[config.mk]
export PLATFORM = sky130hd
export DESIGN_NAME = ddo_ctrl
export DESIGN_NICKNAME = d
export VERILOG_FILES = /design/src/hw/rtl/ddo_pkg.sv /design/src/hw/rtl/ddo_ctrl.sv
export SDC_FILE = /design/constraint.sdc
export NUM_CORES = 1
export LEC_CHECK = 0
export BUFFER_PORTS_ARGS = -buffer_cell sky130_fd_sc_hd__buf_2
export CAP_MARGIN = 10
export CORE_AREA = 3 3 40 42
export CTS_CLUSTER_SIZE = 24
export DETAILED_ROUTE_END_ITERATION = 16
export DIE_AREA = 0 0 43 45
export HOLD_SLACK_MARGIN = 0.12
export PLACE_DENSITY_LB_ADDON = 0.1
export SETUP_SLACK_MARGIN = 0.15
export SLEW_MARGIN = 20
export SYNTH_ARGS = -nofsm -noshare
export SYNTH_HDL_FRONTEND = slang
export SYNTH_SLANG_ARGS = --single-unit
[constraint.sdc]
create_clock -name i_clk -period 2.4 [get_ports i_clk]
set_input_delay 0.6 -clock i_clk [delete_from_list [all_inputs] [get_ports i_clk]]
set_output_delay 0.6 -clock i_clk [all_outputs]
set_load 0.1 [all_outputs]
[src/hw/rtl/ddo_pkg.sv]
// ---------------------------------------------------------------------------
// ddo_pkg
// Shared types, CORDIC angle table and constants for the odometry unit.
// ---------------------------------------------------------------------------
package ddo_pkg;

    localparam int CordicMax = 24;
    localparam logic signed [63:0] CordicGainInv = 64'sd652032874;
    localparam logic [31:0] InvTwoPiQ32 = 32'd683565276;

    localparam logic [3:0] REG_AXLE_LENGTH = 4'd0;
    localparam logic [3:0] REG_TIME_STEP   = 4'd1;

    typedef enum logic [3:0] {
        S_IDLE,
        S_SETUP,
        S_TRIG0,
        S_PHI_DIV,
        S_TRIG1,
        S_MUL,
        S_DIV_X,
        S_DIV_Y,
        S_UPDATE,
        S_OUT
    } t_state;

    // Commands from the controller to the datapath.
    typedef struct packed {
        logic load;       // latch the input item
        logic trig_start; // start CORDIC on current heading
        logic trig_new;   // start CORDIC on new heading
        logic div_start;  // start divider
        logic [1:0] div_sel; // 0 phi, 1 dx, 2 dy
        logic mul;        // compute move numerators
        logic shift;      // round straight moves by 2^22
        logic update;     // write pose
    } t_cmd;

    // Status back to the controller.
    typedef struct packed {
        logic trig_done;
        logic div_done;
        logic straight;
    } t_status;

    localparam logic [1:0] DIV_PHI = 2'd0;
    localparam logic [1:0] DIV_DX  = 2'd1;
    localparam logic [1:0] DIV_DY  = 2'd2;

    function automatic logic signed [31:0] atan_turn(input logic [4:0] i);
        logic signed [31:0] r;
        begin
            r = 32'sd0;
            case (i)
                5'd0: r = 32'h20000000;
                5'd1: r = 32'h12E4051E;
                5'd2: r = 32'h09FB385B;
                5'd3: r = 32'h051111D4;
                5'd4: r = 32'h028B0D43;
                5'd5: r = 32'h0145D7E1;
                5'd6: r = 32'h00A2F61E;
                5'd7: r = 32'h00517C55;
                5'd8: r = 32'h0028BE53;
                5'd9: r = 32'h00145F2F;
                5'd10: r = 32'h000A2F98;
                5'd11: r = 32'h000517CC;
                5'd12: r = 32'h00028BE6;
                5'd13: r = 32'h000145F3;
                5'd14: r = 32'h0000A2F9;
                5'd15: r = 32'h0000517C;
                5'd16: r = 32'h000028BE;
                5'd17: r = 32'h0000145F;
                5'd18: r = 32'h00000A2F;
                5'd19: r = 32'h00000517;
                5'd20: r = 32'h0000028B;
                5'd21: r = 32'h00000145;
                5'd22: r = 32'h000000A2;
                5'd23: r = 32'h00000051;
                default: r = 32'sd0;
            endcase
            return r;
        end
    endfunction

endpackage

[src/hw/rtl/ddo_ctrl.sv]
// ---------------------------------------------------------------------------
// ddo_ctrl
// Sequencer for one odometry update and the output handshake.
// ---------------------------------------------------------------------------
module ddo_ctrl
    import ddo_pkg::*;
(
    input  logic    i_clk,
    input  logic    i_rst_n,
    input  logic    i_in_valid,
    output logic    o_in_ready,
    output logic    o_out_valid,
    input  logic    i_out_ready,
    output t_cmd    o_cmd,
    input  t_status i_status
);
    t_state r_state, n_state;

    always_comb begin
        n_state = r_state;
        unique case (r_state)
            S_IDLE:    if (i_in_valid) n_state = S_SETUP;
            S_SETUP:   n_state = S_TRIG0;
            S_TRIG0:   if (i_status.trig_done)
                           n_state = i_status.straight ? S_MUL : S_PHI_DIV;
            S_PHI_DIV: if (i_status.div_done) n_state = S_TRIG1;
            S_TRIG1:   if (i_status.trig_done) n_state = S_MUL;
            S_MUL:     n_state = i_status.straight ? S_UPDATE : S_DIV_X;
            S_DIV_X:   if (i_status.div_done) n_state = S_DIV_Y;
            S_DIV_Y:   if (i_status.div_done) n_state = S_UPDATE;
            S_UPDATE:  n_state = S_OUT;
            S_OUT:     if (i_out_ready) n_state = S_IDLE;
            default:   n_state = S_IDLE;
        endcase
    end

    // start pulses fire in the last cycle before the waiting state
    always_comb begin
        o_cmd = '0;
        o_in_ready = 1'b0;
        o_out_valid = 1'b0;
        unique case (r_state)
            S_IDLE: begin
                o_in_ready = 1'b1;
                o_cmd.load = i_in_valid;
            end
            S_SETUP: o_cmd.trig_start = 1'b1;
            S_TRIG0: begin
                o_cmd.div_sel = DIV_PHI;
                if (i_status.trig_done) begin
                    o_cmd.mul = i_status.straight;
                    o_cmd.div_start = !i_status.straight;
                end
            end
            S_PHI_DIV: begin
                o_cmd.div_sel = DIV_PHI;
                o_cmd.trig_new = i_status.div_done;
            end
            S_TRIG1: o_cmd.mul = i_status.trig_done;
            S_MUL: begin
                o_cmd.shift = i_status.straight;
                o_cmd.div_start = !i_status.straight;
                o_cmd.div_sel = DIV_DX;
            end
            S_DIV_X: begin
                o_cmd.div_sel = DIV_DX;
                if (i_status.div_done) begin
                    o_cmd.div_start = 1'b1;
                    o_cmd.div_sel = DIV_DY;
                end
            end
            S_DIV_Y: o_cmd.div_sel = DIV_DY;
            S_UPDATE: o_cmd.update = 1'b1;
            S_OUT: o_out_valid = 1'b1;
            default: ;
        endcase
    end

    always_ff @(posedge i_clk) begin
        if (!i_rst_n) r_state <= S_IDLE;
        else r_state <= n_state;
    end

`ifndef SYNTHESIS
    a_no_in_busy: assert property (@(posedge i_clk) disable iff (!i_rst_n)
        o_in_ready |-> !o_out_valid) else $error("ready while result pending");
    a_out_hold: assert property (@(posedge i_clk) disable iff (!i_rst_n)
        (o_out_valid && !i_out_ready) |=> o_out_valid) else $error("result dropped");
    a_load_idle: assert property (@(posedge i_clk) disable iff (!i_rst_n)
        o_cmd.load |=> r_state == S_SETUP) else $error("load outside idle");
`endif
endmodule

After elaboration in Yosys (flattened, before gate mapping)
Index checks and enable logic that the tools add are counted.
Word-level totals
  flip-flop bits (word level): 4
  input bits: 7
Operators by class
  equality and inequality tests: 16
  multiplexer cells: 23
  reduce and logical (&&, ||, !) cells: 3
Operators by type and width (count)
  case mux 4 bit (10 select lines): 1
  two-way mux 4 bit: 8
  equality test 4 x 3 -> 1 bit, second input constant: 4
  != test 2 bit, second input constant: 7
  two-way mux 1 bit: 9
  equality test 4 x 2 -> 1 bit, second input constant: 2
  equality test 4 bit, second input constant: 2
  AND reduction 7 bit: 1
  two-way mux 3 bit: 2
  case mux 2 bit (3 select lines): 1
  equality test 4 x 1 -> 1 bit, second input constant: 1
  zero test 4 bit: 1
  case mux 1 bit (3 select lines): 1
  case mux 1 bit (2 select lines): 1
  zero test 1 bit: 1

Depth between registers and ports, before layout
Gate-level depths: netlist of the first run.
  depth in word-level cells: 3
  gate-level depth with buffers: 6

Worst setup path after synthesis of the first run
OpenSTA, ideal clock, no wires.
  path type: register to output
  from: reg r_state[1]
  to: out o_cmd[8] (netlist name)
  data arrival time: 4.555 ns
  required time: 1.800 ns
  cell stages (with the launch flop): 5
  slack: -2.755 ns
  path through: dfxtp_1 buf_2 buf_2 nor4_1 and2_1
RTL lines
  start, declared: line ddo_ctrl.sv:17  | t_state r_state, n_state;
  start signal, assigned: line ddo_ctrl.sv:81  | else r_state <= n_state;
  end, declared: line ddo_ctrl.sv:14  | output t_cmd o_cmd,

==> results.md, run 1 <==
* Status: completed
* Tcrit/Tclk final at 90.2%
* Routed Wire Length at 1350 um
* Die Y at 45 um
* PwrDens at 788 mW/mm^2
* Clock sinks at 4
* DRT iter0 DRCs at 14
* Critical path's top delay family: buffers and inverters
* Post-Synthesis Cells at 69
* Post-CTS setup buffer count at 0
* Die Area at around 0.0019 mm^2
* DR vias at 579
* First-pass GRT wire length at 2070 um
* Peak supply drop at 0.000470 V
* Largest registers: r_state: 4 flops
* Min Tclk post-route at approximately 2.2 ns
* Class of the worst hold path: flop to flop
* GP Congestion at a little over 0.8
* DP Area at 708 um^2
* Worst-path cell chain: nand2b_1 > a21boi_1 > nor2_4 > buf_2
* Vias in the first global route at 493
* Core box area at 0.00128 mm^2
* Slew @ Worst Pin at 0.486 ns
* Largest stage delay, worst path at 0.42 ns
* Syn nets at 76
* Max Freq at 0.462 GHz
* Area Overhead vs Synth at 57.7%
* Hold buffers post-CTS at 0
* Top post-synthesis cells by area: dfxtp_1, nand2b_1, a21oi_1, mux2i_1, nor2_1
* Leak pwr at between 0.3 and 0.4 nW
* Initial core utilization at 36.6%
* Number of synthesized flops with an enable pin at 0
* Post-route DRC at 0
* Syn Area/Cell at 6.82 um^2
* Antenna Nets Post-Route at 0
* First-pass DRT Iterations at 4
* CTS Buf Count at 3
* Critical path's slowest cell: buf_2
* Root Buffer: clkbuf_4
* WP data required at 1.80 ns
* CP arrival at 1.56 ns
* Mapped cell area at between 400 and 500 um^2
* Layout fillers at 120
* Top cells by instance count after synthesis: nor2_1, a21oi_1, nand2b_1, buf_2
* Register area share after synthesis at 17.0%
* Max cap viols at 0
* Total grt overflow at 0
* DP Worst Slack at around 0.30 ns
* Clock slew at reported path FFs at approximately 0.040 ns
* Max FO, Critical Path at 13
* TritonCTS clock tree: done
* Nature of the critical path startpoint: flop
* Netlist cell types at 30
* CP endpoint kind: output pin
* Clk_lat worst skew at 0.24 ns
* Worst Slack Setup Final at 0.236 ns
* Clock Skew at 0.00315 ns
* IO Count at 18
* Critical path class: flop to output pin
* Count leader, synth: nor2_1
* All-Layer GR Usage at 14.6%
* Final hold viol count at 0
* Largest net degree at the start of global routing at 18
* Cell area after layout at approximately 740 um^2
* Chip width at 43 um
* Vias/cell at 5.46
* Synth warn at 0
* #FFs+latches synth at 4
* Fin nets at 100
* Slew Limit Fails at 0
* Max reg flops at 4
* Power, Total at between 0.5 and 0.6 mW
* Post-DP HPWL at 1040 um
* Buffers on Ports at 17
* Top FF cell, synth: dfxtp_1
* WL/cell at 12.7 um
* CTS max path bufs at 2
* Synth area leader: dfxtp_1
* CP bufs+invs at 1
* Biggest register: r_state
* Max H-tree Level at 1
* Synth top area share at 17.0%
* Final setup violating endpoints at 0
* RSZ-0062 raised after global routing: yes
* Post-synth ARST share at 0%
* Layout cell share with drive strength beyond 1 at 46.2%
* Rel. slew slack at 67.8%
* Num rows at 13
* # diodes at 0
* Initial antenna violation count at 0
==> layout make-up <==
class | count | area [um^2] | share of cell area (%)
Inverter | 3 | 11.3 | 1.52
Tap cell | 15 | 18.8 | 2.53
Clock buffer | 3 | 22.5 | 3.04
Timing Repair Buffer | 25 | 185 | 25.0
Multi-Input combinational cell | 56 | 422 | 56.8
Sequential cell | 4 | 82.6 | 11.1
==> what timing repair did <==
item                       4_1_cts  5_1_grt
setup endpoints to repair        4        4
gates cloned                     0        0
resized for setup                4        2
pin swaps                        0        0
==> where the power goes <==
group,total [mW],internal (mW),switching (mW)
registers,0.106,0.0784,0.0278
logic,0.395,0.131,0.264
clock network,0.0835,0.0559,0.0276
total,0.585,0.265,0.320
==> final timing paths <==
path / from / end / slack, ns / cells past startpoint
max: r_state[1] / o_cmd[3] / 0.24 / 4
min: r_state[0] / r_state[0] / 0.60 / 2
max reg2reg: r_state[2] / r_state[3] / 0.85 / 5
min reg2reg: r_state[0] / r_state[0] / 0.60 / 2
==> metal layers <==
metal	part of all wire, %	global-route usage (%)
met5	0	0
met3	7.9	5.18
met4	1.7	7.23
met1	47	17.9
met2	43	22.8
==> worst min-delay path: stages (launching register included) <==
cell and delay (ns):
dfxtp_1 0.34, inv_1 0.13, a21oi_1 0.07
==> cell families (layout without fill, tap and decap cells) <==
kind of cell | Yosys count | in the layout | synth area share, %
buffers and inverters | 9 | 31 | 8.51
AOI/OAI and AO/OA | 19 | 19 | 26.6
muxes | 4 | 4 | 8.78
and+or+nand+nor | 33 | 33 | 39.1
DFF | 4 | 4 | 17.0
==> per-stage QoR <==
stage | util [%] | hold WS [ns] | TNS (ns) | instances
floorplan | - | 0.632 | -1.21 | 69
global placement | 55.1 | 0.592 | 0 | 103
detailed placement | 55.1 | 0.591 | 0 | 103
CTS | 57.4 | 0.597 | 0 | 106
global route | 57.7 | 0.626 | 0 | 106
finish | 57.7 | 0.596 | 0 | 106
==> placed cells by master (no fill, tap or decap), drive strengths merged, types with 2 or more instances in the layout <==
cell type  instances
buf               24
o21ai              6
nor3b              3
mux2i              3
inv                3
clkbuf             4
nor3               4
nand4              2
nand2              3
a21oi              6
dfxtp              4
nor2               7
nand2b             6
(Power assumes the default switching activity.)
==> inputs of run 2 (changes only) <==
==> constraint.sdc (replaced) <==
create_clock -name i_clk -period 2.4 [get_ports i_clk]
set_input_delay 0.36 -clock i_clk [delete_from_list [all_inputs] [get_ports i_clk]]
set_output_delay 0.36 -clock i_clk [all_outputs]
set_load 0.1 [all_outputs]
==> run 2 against run 1 <==
  * Via count is 0.52% higher
  * Core utilization shrank 5.9 points
  * Power is 5.9% lower
==> results.md, run 2 (synthesis gave the netlist of run 1 again) <==
* Initial antenna violation count at 0
* # diodes at 0
* DP Worst Slack at 0.497 ns
* Status: completed
* Vias in the first global route at between 400 and 500
* Peak supply drop at 0.000427 V
* Cell area after layout at 666 um^2
* RSZ-0062 raised after global routing: no
* Hold buffers post-CTS at 0
* Routed Wire Length at ~1300 um
* Clk_lat worst skew at 0.24 ns
* Max Freq at 0.463 GHz
* Largest net degree at the start of global routing at 16
* Largest stage delay, worst path at 0.66 ns
* TritonCTS clock tree: done
* PwrDens at slightly above 800 mW/mm^2
* Commonest cells after routing, fill and taps aside: buf_2, nand2b_1, a21oi_1
* Max cap viols at 0
* Root Buffer: clkbuf_4
* Fin Setup TNS at 0 ns
* Fin cells at 103
* First-pass DRT Iterations at 4
* Critical path's slowest cell: dfxtp_1
* Worst Slack Setup Final at 0.240 ns
* Critical path's top delay family: flip-flops
* Class of the worst hold path: input pin to flop
* Rel. slew slack at between 50% and 60%
* Core box area at 0.00128 mm^2
* Inst Count DP at 100
* Final hold viol count at 0
* Chip width at between 40 and 50 um
* Tcrit/Tclk final at 90.0%
* Commonest non-fill, non-tap cell in the layout: buf_2
* Total grt overflow at 0
* All-Layer GR Usage at 14.5%
* DP Area at between 600 and 700 um^2
* Min Tclk post-route at 2.16 ns
* Num rows at 13
* Clock Skew at 0.00671 ns
* Area Overhead vs Synth at 41.5%
* Max reg flops at 4
* Slew @ Worst Pin at 0.617 ns
* CP arrival at 1.80 ns
* Initial core utilization at 36.6%
* First-pass GRT wire length at 2070 um
* Fin nets at 97
* CP bufs+invs at 1
* Vias/cell at 5.65
* Nature of the critical path startpoint: flop
* CTS resizes at 0
* IO Count at 18
* Critical path class: flop to output pin
* Buffers on Ports at 17
* Die Y at 45 um
* Final setup violating endpoints at 0
* CTS Buf Count at 3
* Post-DP HPWL at 997 um
* Max FO, Critical Path at 14
* Clock slew at reported path FFs at roughly 0.04 ns
* Die Area at 0.00194 mm^2
* Biggest register: r_state
* Clock sinks at 4
* Leak pwr at about 0.30 nW
* GP Congestion at between 0.7 and 0.8
* CP endpoint kind: output pin
* Worst-path cell chain: nand2b_1 > nor3b_2 > buf_2
* WP data required at 2.04 ns
* Flop-to-flop setup slack at 0.75 ns
* Max H-tree Level at 1
* Post-CTS setup buffer count at 0
* Antenna Nets Post-Route at 0
* DR vias at about 580
* CTS max path bufs at 2
* DRT iter0 DRCs at 20
* Largest registers: r_state: 4 flops
* Slew Limit Fails at 0
* Post-route DRC at 0
* Layout cell share with drive strength beyond 1 at roughly two fifths
* WL/cell at 12.8 um
==> run 2: final cells by class <==
class	instances	area, um^2
fill	126	619
tap	15	18.8
timing repair buffer	22	123
inverter	3	11.3
clock buffer	3	22.5
sequential	4	80.1
multi-input combinational	56	410
==> run 2: path summary, 6_finish.rpt <==
path,from,to,cells past startpoint
setup reg to reg,r_state[2],r_state[3],4
hold / removal,i_rst_n,r_state[0],3
setup / recovery,r_state[2],o_cmd[4],3
hold reg to reg,r_state[1],r_state[1],2
==> run 2: worst reg2reg max path, delay by kind of cell, from the launching register on <==
family / cells / cell delay [ns]
flops: 1 / 0.66
mux: 2 / 0.49
compound gates: 2 / 0.42
==> run 2: metrics by stage <==
step	util [%]	power (mW)	hold slack, ns
after floorplan	-	0.402	0.489
after global placement	50.0	0.467	0.641
after detailed placement	50.0	0.468	0.639
after CTS	51.8	0.556	0.391
after global routing	51.8	0.584	0.399
final	51.8	0.550	0.405
==> run 2: layer usage <==
| layer | vias to the layer above | track usage [%] | wire [um] |
|---|---|---|---|
| li1 | 291 | - | - |
| met4 | 0 | 7.23 | 27 |
| met3 | 5 | 5.18 | 97 |
| met2 | 25 | 22.8 | 600 |
| met5 | - | 0 | 0 |
| met1 | 261 | 17.7 | 596 |
==> run 2: power by group <==
group / internal [mW] / leakage (nW) / switching [mW] / total [mW]
Sequential: 0.0769 / 0.0327 / 0.0284 / 0.105
Clock: 0.0559 / 0.0138 / 0.0276 / 0.0835
Combinational: 0.104 / 0.250 / 0.257 / 0.361
